`src/fstr_pkg.sv`:
```
// Shared types and constants for the frame/sample time rescale core.
`default_nettype none
package fstr_pkg;

  localparam int POS_W = 64;
  localparam int CFG_W = 32;
  localparam int HALF_W = POS_W / 2;
  localparam int DIV_STAGES = POS_W;

  localparam logic [POS_W-1:0] LIMIT_POS = {1'b0, {(POS_W-1){1'b1}}};
  localparam logic [POS_W-1:0] LIMIT_NEG = {1'b1, {(POS_W-1){1'b0}}};

  typedef enum logic [1:0] {
    ST_OK    = 2'd0,
    ST_ZERO  = 2'd1,
    ST_RANGE = 2'd2,
    ST_ROUND = 2'd3
  } status_t;

  typedef enum logic [1:0] {
    REG_SAMPLE_RATE = 2'd0,
    REG_FPS_NUM     = 2'd1,
    REG_FPS_DEN     = 2'd2
  } reg_idx_t;

  typedef enum logic {
    CMD_FRAME_TO_SAMPLE = 1'b0,
    CMD_SAMPLE_TO_FRAME = 1'b1
  } cmd_t;

  typedef struct packed {
    cmd_t                     command;
    logic signed [POS_W-1:0]  position;
  } in_t;

  typedef struct packed {
    logic signed [POS_W-1:0]  converted;
    status_t                  status;
  } out_t;

  typedef struct packed {
    logic             neg;
    status_t          status;
    logic [POS_W-1:0] den;
  } mul_ctl_t;

  typedef struct packed {
    logic             neg;
    status_t          status;
    logic [POS_W-1:0] den;
    logic [POS_W-1:0] rem;
    logic [POS_W-1:0] qlo;
  } div_word_t;

endpackage
`default_nettype wire

```
`src/fstr_div_stage.sv`:
```
// One restoring division step: one quotient bit per pipeline stage.
`default_nettype none
module fstr_div_stage
  import fstr_pkg::*;
(
  input  wire logic      clk,
  input  wire logic      rst_n,
  input  wire logic      in_valid,
  input  wire div_word_t in_word,
  output logic           out_valid,
  output div_word_t      out_word
);

  logic            valid_r;
  div_word_t       word_r, word_nxt;
  logic [POS_W:0]  r_ext, diff;
  logic            ge;

  always_comb begin
    r_ext    = {in_word.rem, in_word.qlo[POS_W-1]};
    diff     = r_ext - {1'b0, in_word.den};
    ge       = ~diff[POS_W];
    word_nxt = in_word;
    word_nxt.rem = ge ? diff[POS_W-1:0] : r_ext[POS_W-1:0];
    word_nxt.qlo = {in_word.qlo[POS_W-2:0], ge};
  end

  always_ff @(posedge clk) begin
    if (!rst_n) begin
      valid_r <= 1'b0;
    end else begin
      valid_r <= in_valid;
    end
  end

  always_ff @(posedge clk) begin
    word_r <= word_nxt;
  end

  assign out_valid = valid_r;
  assign out_word  = word_r;

endmodule
`default_nettype wire

```
`config.mk`:
```
export PLATFORM = sky130hd
export DESIGN_NAME = fstr_div_stage
export DESIGN_NICKNAME = d
export VERILOG_FILES = /design/src/fstr_pkg.sv /design/src/fstr_div_stage.sv
export SDC_FILE = /design/constraint.sdc
export NUM_CORES = 1
export LEC_CHECK = 0
export BUFFER_PORTS_ARGS = -buffer_cell sky130_fd_sc_hd__buf_2
export CAP_MARGIN = 20
export CORE_AREA = 2 2 153 155
export CTS_CLUSTER_DIAMETER = 50
export DETAILED_ROUTE_END_ITERATION = 7
export DIE_AREA = 0 0 155 157
export GPL_ROUTABILITY_DRIVEN = 0
export PLACE_DENSITY = 0.65
export SLEW_MARGIN = 10
export SYNTH_ARGS = -nofsm -noshare
export SYNTH_HDL_FRONTEND = slang
export SYNTH_SLANG_ARGS = --single-unit
```
`constraint.sdc`:
```
create_clock -name clk -period 4.4 [get_ports clk]
set_input_delay 0.44 -clock clk [delete_from_list [all_inputs] [get_ports clk]]
set_output_delay 0.44 -clock clk [all_outputs]
set_load 0.02 [all_outputs]
```
==> results.py <==
metrics = {
    "layout": {
        "synthToLayoutAreaGrowth_pct": 31.7,
        "post-route-util": 0.525,
        "nFillCells": 2141,
        "drive_above_1_share": 0.336,
        "fin_nets": 1586,
    },
    "floorplan": {
        "io_pins": 394,
        "die_h_um": 157,
        "dieWidth_um": 155,
        "coreArea_um2": 22500,
        "initial_utilization": 0.399,
        "die_area_um2": 24300,
        "fp-row-count": 55,
    },
    "routing": {
        "wl_per_cell_um": 15.9,
        "met2_length_um": 12800,
        "routed-wl-met3_um": 1860,
        "drt_first_pass_iters": 5,
        "viasPerCell": 5.00,
        "drc_errors": 0,
        "dr.max_layer_used": "met5",
        "wl_met1_um": 10800,
        "dr_total_vias": 8099,
        "postRouteAntennaNets": 0,
        "routed_wl_um": 25800,
        "drtIter0Drc": 385,
    },
    "yosys": {
        "avgSynthCellArea_um2": 9.55,
        "synthTopCellsByArea": "dfxtp_1, ha_1, mux2_1",
        "syn_inst": 939,
        "synth_flop_cell": "dfxtp_1",
        "synth_enable_flop_cells": 0,
        "yosys.area.top_type": "dfxtp_1",
        "synth_seq_cells": 196,
        "syn_nets": 1202,
        "seq_area_frac_synth": 0.438,
        "synth_area_um2": 8970,
        "ys_types": 71,
        "yosys_warnings": 0,
        "synth-async-reset-ratio": 0,
        "synth_top_area_frac": 0.438,
    },
    "clock_network": {
        "cts_max_path_buffers": 2,
        "clk_pin_slew_ns": 0.08,
        "cts_buffers": 17,
        "cts_root_buffer": "clkbuf_16",
        "clock_sinks": 196,
        "ctsHoldBuffers": 0,
        "h-tree-depth": 4,
        "cts_tree": "yes",
        "post_cts_buffers": 0,
        "cts_repair_resize_count": 0,
    },
    "place": {
        "dp_hpwl_um": 21100,
        "numPortBuffers": 393,
    },
    "timing": {
        "finalMaxSlewViolations": 0,
        "tightest_slew_ns": 0.900,
        "timing.fmax_mhz": 294,
        "slew_headroom": 0.394,
        "post-route-period-util": 0.773,
        "final-setup-viol-count": 0,
        "hold_viol_final": 0,
        "tns_ns": 0,
        "rsz0062_at_grt": "false",
        "finalCriticalPeriod_ns": 3.40,
    },
    "global_routing": {
        "grt_max_degree": 39,
        "antenna_found_initial": 2,
        "grt_pass1_vias": 7805,
        "grt_pass1_wl_um": 39100,
        "grt_usage": 0.201,
        "globalRouteOverflowTotal": 0,
    },
    "flow_run": {
        "maxCapViolations": 0,
    },
    "worst_setup_path": {
        "worstPathRequired_ns": 4.71,
        "cp.arrival_ns": 3.72,
        "cp-end-kind": "flip-flop",
        "critPathLaunchType": "primary input",
        "crit_type": "primary input to flip-flop",
        "path_max_fanout": 22,
    },
    "pwr": {
        "p_leak_nw": 5.93,
        "peakVddDrop_v": 0.000307,
        "pwr_density_cell_nw_per_um2": 429,
    },
    "run_status": {
        "status": "completed",
    },
    "hold_path": {
        "hold_class": "primary input to flip-flop",
    },
}
[path summary, 6_finish.rpt]
path	from	end	slack, ns	cells past startpoint
hold / removal	in_word[52]	out_word[53]	0.10	1
setup / recovery	in_word[154]	out_word[113]	1.0	14
[logic make-up after synthesis]
family,Yosys count,synth area share
flops,196,0.437
simple gates,201,0.113
xor+xnor,57,0.0557
compound gates,236,0.172
buf+inv,121,0.0519
mux,63,0.0787
fa+ha+maj,65,0.0915
[layer usage]
layer,vias to the layer above,GRT usage
met4,2,0.0432
met3,21,0.0457
met5,-,0
li1,4064,-
met1,3679,0.244
met2,333,0.362
[sequential cells by signal, indices dropped and copies added, names as in the netlist]
signal / flops
out_valid: 1
out_word: 195
[power by group]
group	leakage [nW]	internal, mW	switching, mW
logic	3.99	0.572	0.880
registers	1.65	1.98	0.0472
clock network	0.292	0.777	0.804
[critical path, stage by stage]
cell	delay [ns]
buf_2	0.09
inv_1	0.04
ha_1	0.42
nand4_1	0.20
nor4b_2	0.46
nand4_1	0.14
o22a_1	0.22
a21oi_1	0.23
o21ai_1	0.12
and2_1	0.22
o211a_2	0.35
inv_2	0.10
buf_4	0.29
mux2_2	0.37
[Yosys cell counts (3+ instances only)]
cell type  number
a31oi_1         8
a21o_1         32
xor2_1         23
a21boi_0        4
o2111ai_1       3
ha_1           64
o21a_1          6
a211oi_1        5
buf_2           6
mux2i_1         6
a21oi_1        78
a211o_1         4
nand3_1        10
mux2_1         48
a311oi_1        5
and2_1          6
nand2b_1        8
dfxtp_1       196
nor3_1          8
o21bai_1       15
o22ai_1         3
or3_1           3
nand2_1        62
nor2b_1        11
o31ai_1         5
mux2_2          8
or2_1           4
o21ai_0        19
and3_1          9
a31o_1          3
inv_1          87
nand4_1        22
nor2_1         42
xnor2_1        34
and4_1          3
o21ai_1        17
o211ai_1        4
clkbuf_1       26
[stage by stage]
stage                     power, mW  cell area [um^2]  worst slack (ns)  std cells  hold slack [ns]
after floorplan                3.02              8970              1.08        939            0.468
after global placement         3.51             11200             0.590       1589            0.542
after detailed placement       3.53             11200             0.515       1589            0.544
after CTS                      5.13             11800             0.957       1620           0.0819
after global routing           5.32             11800             0.740       1620           0.0758
final                          5.06             11800             0.997       1621            0.104
[cells in the final DEF (no fill, tap or decap), types with 22 or more instances in the layout]
cell	instances
a21oi_1	78
buf_2	393
a21o_1	32
inv_1	87
dfxtp_1	196
ha_1	64
nor2_1	42
nand2_1	62
nand4_1	22
mux2_1	48
xnor2_1	34
xor2_1	23
[area by class of cell]
type                            instances  area [um^2]  share of cell area
Antenna cell                            1         2.50            0.000212
Clock buffer                           17          425              0.0360
Clock inverter                         14          175              0.0148
Inverter                               88          330              0.0280
Multi-Input combinational cell        622         4580               0.388
Sequential cell                       196         3920               0.332
Tap cell                              285          357              0.0302
Timing Repair Buffer                  398         2020               0.171
(Power assumes the default switching activity.)
