[src/fstr_pkg.sv]
// Shared types and constants for the frame/sample time rescale core.
`default_nettype none
package fstr_pkg;

  localparam int POS_W = 64;
  localparam int CFG_W = 32;
  localparam int HALF_W = POS_W / 2;
  localparam int DIV_STAGES = POS_W;

  localparam logic [POS_W-1:0] LIMIT_POS = {1'b0, {(POS_W-1){1'b1}}};
  localparam logic [POS_W-1:0] LIMIT_NEG = {1'b1, {(POS_W-1){1'b0}}};

  typedef enum logic [1:0] {
    ST_OK    = 2'd0,
    ST_ZERO  = 2'd1,
    ST_RANGE = 2'd2,
    ST_ROUND = 2'd3
  } status_t;

  typedef enum logic [1:0] {
    REG_SAMPLE_RATE = 2'd0,
    REG_FPS_NUM     = 2'd1,
    REG_FPS_DEN     = 2'd2
  } reg_idx_t;

  typedef enum logic {
    CMD_FRAME_TO_SAMPLE = 1'b0,
    CMD_SAMPLE_TO_FRAME = 1'b1
  } cmd_t;

  typedef struct packed {
    cmd_t                     command;
    logic signed [POS_W-1:0]  position;
  } in_t;

  typedef struct packed {
    logic signed [POS_W-1:0]  converted;
    status_t                  status;
  } out_t;

  typedef struct packed {
    logic             neg;
    status_t          status;
    logic [POS_W-1:0] den;
  } mul_ctl_t;

  typedef struct packed {
    logic             neg;
    status_t          status;
    logic [POS_W-1:0] den;
    logic [POS_W-1:0] rem;
    logic [POS_W-1:0] qlo;
  } div_word_t;

endpackage
`default_nettype wire

[src/fstr_round.sv]
// Three-stage range check, round half away from zero and sign restore.
`default_nettype none
module fstr_round
  import fstr_pkg::*;
(
  input  wire logic      clk,
  input  wire logic      rst_n,
  input  wire logic      in_valid,
  input  wire div_word_t in_word,
  output logic           out_valid,
  output out_t           out_data
);

  logic [2:0]        v_r;
  logic [POS_W-1:0]  limit, thr;
  status_t           st1_r, st1_nxt, st2_r;
  logic              neg1_r, neg2_r, up1_r, up_nxt;
  logic [POS_W-1:0]  q1_r, q2_r;
  out_t              out_r, out_nxt;

  always_comb begin
    limit = in_word.neg ? LIMIT_NEG : LIMIT_POS;
    thr   = {1'b0, in_word.den[POS_W-1:1]} + {{(POS_W-1){1'b0}}, in_word.den[0]};
    up_nxt = (in_word.rem >= thr);
    if (in_word.status != ST_OK) begin
      st1_nxt = in_word.status;
    end else if (in_word.qlo > limit) begin
      st1_nxt = ST_RANGE;
    end else if (up_nxt && (in_word.qlo == limit)) begin
      st1_nxt = ST_ROUND;
    end else begin
      st1_nxt = ST_OK;
    end
  end

  always_comb begin
    out_nxt.status = st2_r;
    if (st2_r != ST_OK) begin
      out_nxt.converted = '0;
    end else if (neg2_r) begin
      out_nxt.converted = {POS_W{1'b0}} - q2_r;
    end else begin
      out_nxt.converted = q2_r;
    end
  end

  always_ff @(posedge clk) begin
    if (!rst_n) begin
      v_r <= '0;
    end else begin
      v_r <= {v_r[1:0], in_valid};
    end
  end

  always_ff @(posedge clk) begin
    st1_r  <= st1_nxt;
    neg1_r <= in_word.neg;
    up1_r  <= up_nxt;
    q1_r   <= in_word.qlo;
    st2_r  <= st1_r;
    neg2_r <= neg1_r;
    q2_r   <= q1_r + {{(POS_W-1){1'b0}}, up1_r};
    out_r  <= out_nxt;
  end

  assign out_valid = v_r[2];
  assign out_data  = out_r;

endmodule
`default_nettype wire

[config.mk]
export PLATFORM = sky130hd
export DESIGN_NAME = fstr_round
export DESIGN_NICKNAME = d
export VERILOG_FILES = /design/src/fstr_pkg.sv /design/src/fstr_round.sv
export SDC_FILE = /design/constraint.sdc
export NUM_CORES = 1
export LEC_CHECK = 0
export BUFFER_PORTS_ARGS = -buffer_cell sky130_fd_sc_hd__buf_2
export CORE_MARGIN = 1
export CORE_UTILIZATION = 50
export CTS_CLUSTER_SIZE = 8
export DETAILED_ROUTE_END_ITERATION = 10
export PLACE_DENSITY = 0.74
export SYNTH_ARGS = -nofsm -noshare
export SYNTH_HDL_FRONTEND = slang
export SYNTH_SLANG_ARGS = --single-unit
[constraint.sdc]
create_clock -name clk -period 5.7 [get_ports clk]
set_input_delay 0.285 -clock clk [delete_from_list [all_inputs] [get_ports clk]]
set_output_delay 0.285 -clock clk [all_outputs]
set_load 0.05 [all_outputs]
==> key figures <==
Logic synthesis
  – Synth async-reset ratio: 0
  – Main synth FF type: dfxtp_1
  – Yosys cell types: 48
  – Compound-Gate Fraction of Synth Area: 0.100
  – Post-Synthesis Cells: 1155
  – #FFs+latches synth: 204
  – Post-synthesis mux area share: 0.000923
  – XOR/XNOR Fraction of Synth Area: 0.149
  – Register area share after synthesis: 0.377
  – Post-synthesis simple-gate area fraction: 0.204
  – Post-synth EDFFs: 0
  – Synth Net Count: 1486
  – Mean post-synth cell area: between 9 and 10 um^2
  – Synth Area in Adders: 0.154
  – Combinational family with the most area after synthesis: simple AND/OR/NAND/NOR gates
  – Synth Cell Area: 0.0108 mm^2
  – Ys Warns: 0

Floorplanning
  – Core ar.: about 0.021 mm^2
  – Die width: around 150 um
  – Die Height: about 150 um
  – IO Count: 265
  – Num rows: 53
  – Total die area: 0.0223 mm^2
  – Initial Util: 0.512

Power and ir drop
  – Leak: 6.20 nW
  – Pwr dens: 264 mW/mm^2
  – Max VDD drop: about 0.00022 V

Setup path
  – Buf/Inv on CP: 1
  – Critical Path Stages: 16
  – CP Launch Type: primary input
  – Crit path DAT: between 4000 and 5000 ps
  – Delay of the slowest cell on the worst path: approximately 890 ps
  – Crit end category: flop
  – Top cell by count, worst path: a21o_1
  – Data required time of the critical path: approximately 6100 ps
  – Largest delay contributor family on the critical path: simple AND/OR/NAND/NOR gates
  – WS Path Type: primary input to flop
  – CP Max Fanout: 9
  – CP cell instances: buf_2 > and4_1 > nand3_1 > nor2_1 > nand4_1 > nor4_1 > nand3_1 > xor2_1 > ha_1 > a21o_1 > a21o_1 > a21oi_1 > o21ai_0 > a21oi_1 > o21ai_0 > a21o_1
  – Worst r2r path cells: 7
  – Crit path max-delay cell type: nor4_1

STA
  – Slew Limit Headroom: 0.246
  – Setup TNS: 0 ps
  – Clock Skews: ~11 ps
  – Hold_ws: 11.8 ps
  – Fin crit share: 0.636
  – Fmax: ~0.28 GHz
  – Final hold vios: 0
  – Period minus WS final: approximately 3600 ps
  – Slew Limit Fails: 0
  – Worst Tran Pin Value: about 1100 ps
  – Unrepaired setup endpoints after global routing: no
  – Final setup fails: 0

Finish
  – Nets: approximately 1800
  – Syn-to-layout area delta: 27.8%
  – Design area: between 0.01 and 0.015 mm^2
  – Fin cells: between 1500 and 2000
  – Layout cells sized above 1: 0.216

Clock tree
  – # clock sinks: around 200
  – H-Tree Depth: 1
  – Clk root buf: clkbuf_16
  – Num CTS Buffers: 29
  – Clock-pin slew on the worst setup and hold paths: around 50 ps
  – Worst skew pair latency: about 500 ps
  – Post-cts repair resize count: 0
  – CTS tree: yes
  – Max Root-Sink Buffers: 3
  – Postcts setup bufs: 0

Detailed routing
  – Final WL: 28000 um
  – Starting DRT DRC Count: 336
  – Routed via count: around 9500
  – Routed Antenna Nets: 0
  – DRC: 0
  – Vias/cell: 5.37
  – 1st-pass router iterations: 5
  – Per-cell routed wire length: approximately 16 um

Global route
  – Total track usage: 0.249
  – First-pass GRT wire length: approximately 45000 um
  – Vias in the first global route: ~9400
  – Gr ovfl total: 0
  – Initial antenna violation count: 7
  – Pin count of the biggest net entering global routing: 65

Flow run
  – Max-capacitance violation count: 0

Placed design
  – Inst Count DP: roughly 1700
  – Post-DP HPWL: about 21000 um
  – Placer congestion estimate: around 0.90
  – Dpl cell area: 0.0124 mm^2
  – Port bufs: between 200 and 300

Worst hold path
  – Hold Crit Class: primary input to flop
  – Hold Path Cell Cnt: 2

Outcome
  – Outcome: finished clean
[layout make-up]
cell class	instances	area, um^2
clock buffer	29	726
antenna	8	20.0
sequential	204	4090
fill	1700	7300
multi-input combinational	909	6590
clock inverter	1	30.0
inverter	18	67.6
timing repair buffer	331	1990
tap	275	344
[report_power, final]
part / internal (mW) / total [mW] / switching, mW
clock network: 0.925 / 1.45 / 0.530
logic: 0.260 / 0.620 / 0.360
registers: 1.52 / 1.59 / 0.0679
total: 2.70 / 3.66 / 0.958
[per-stage QoR]
step	worst slack, ps	util	power [mW]
after floorplan	2290	-	1.97
after global placement	1610	0.587	2.16
after detailed placement	1580	0.587	2.18
after CTS	2080	0.654	3.67
after global routing	1730	0.655	3.83
final	2080	0.655	3.66
[routing by layer]
layer,share of wire,global-route usage
met1,0.38,0.269
met3,0.066,0.0465
met4,0.044,0.119
met5,0,0
met2,0.51,0.462
[registers in the layout, indices dropped and copies added, names as in the netlist]
name      cells
q2_r         64
st2_r         2
v_r           3
neg1_r        1
up1_r         1
neg2_r        1
q1_r         64
st1_r         2
out_data     66
[kinds of logic (layout without fill, tap and decap cells)]
group / Yosys count / after routing
buf+inv: 42 / 379
fa+ha+maj: 133 / 133
compound gates: 159 / 159
simple gates: 431 / 431
mux: 1 / 1
other cells: 0 / 8
xor+xnor: 185 / 185
flops: 204 / 204
[cell usage in the layout (no fill, tap or decap), drive strengths merged, types with 5 or more instances in the layout]
| cell type | instances |
|---|---|
| nand2 | 82 |
| xor2 | 121 |
| or4 | 12 |
| clkbuf | 29 |
| o21ai | 41 |
| xnor2 | 64 |
| nor3 | 15 |
| dlygate4sd3 | 66 |
| diode | 8 |
| a21oi | 50 |
| ha | 133 |
| inv | 18 |
| nand4 | 57 |
| o41ai | 8 |
| or3 | 20 |
| nor4 | 8 |
| nor2 | 105 |
| a21o | 10 |
| dfxtp | 204 |
| buf | 265 |
| nand3 | 60 |
| or2 | 9 |
| nor2b | 5 |
| and4 | 14 |
| and3 | 25 |
| and2 | 11 |
| o31ai | 23 |
[cell usage after synthesis (7+ instances only)]
master / number / area share
xnor2_1: 64 / 0.052
dfxtp_1: 204 / 0.38
clkbuf_1: 21 / 0.0073
nor3_1: 15 / 0.0069
o31ai_2: 8 / 0.0092
nor2_1: 105 / 0.036
and4_1: 14 / 0.011
nand4_1: 57 / 0.033
o21ai_0: 40 / 0.018
and2_1: 11 / 0.0063
and3_1: 25 / 0.014
inv_1: 18 / 0.0062
a21o_1: 10 / 0.0069
a21oi_1: 50 / 0.023
nand3_1: 60 / 0.028
nand2_1: 82 / 0.028
ha_1: 133 / 0.15
xor2_1: 121 / 0.098
nor4_1: 8 / 0.0046
or4_1: 7 / 0.0048
or3_1: 20 / 0.012
or2_2: 9 / 0.0052
o31ai_1: 15 / 0.010
[repair_timing]
action	CTS	global route
hold endpoints to repair	66	0
hold buffers	66	0
setup endpoints to repair	0	0
[path summary, 6_finish.rpt]
path	startpoint	to	slack [ps]
worst min-delay path	rst_n	v_r[2]	10
worst min register to register	st1_r[1]	st2_r[1]	320
worst max register to register	q2_r[42]	out_data[65]	2370
worst max-delay path	in_word[131]	st1_r[0]	2080
[worst reg2reg max path, stage by stage, from the launching register on]
cell     delay (ps)
dfxtp_1         370
or4_4           590
or4_4           520
or4_1           520
or4_4           600
o31ai_2         250
xor2_1          260
nor2_1           70
No activity file was read; power rests on OpenSTA's default activity.
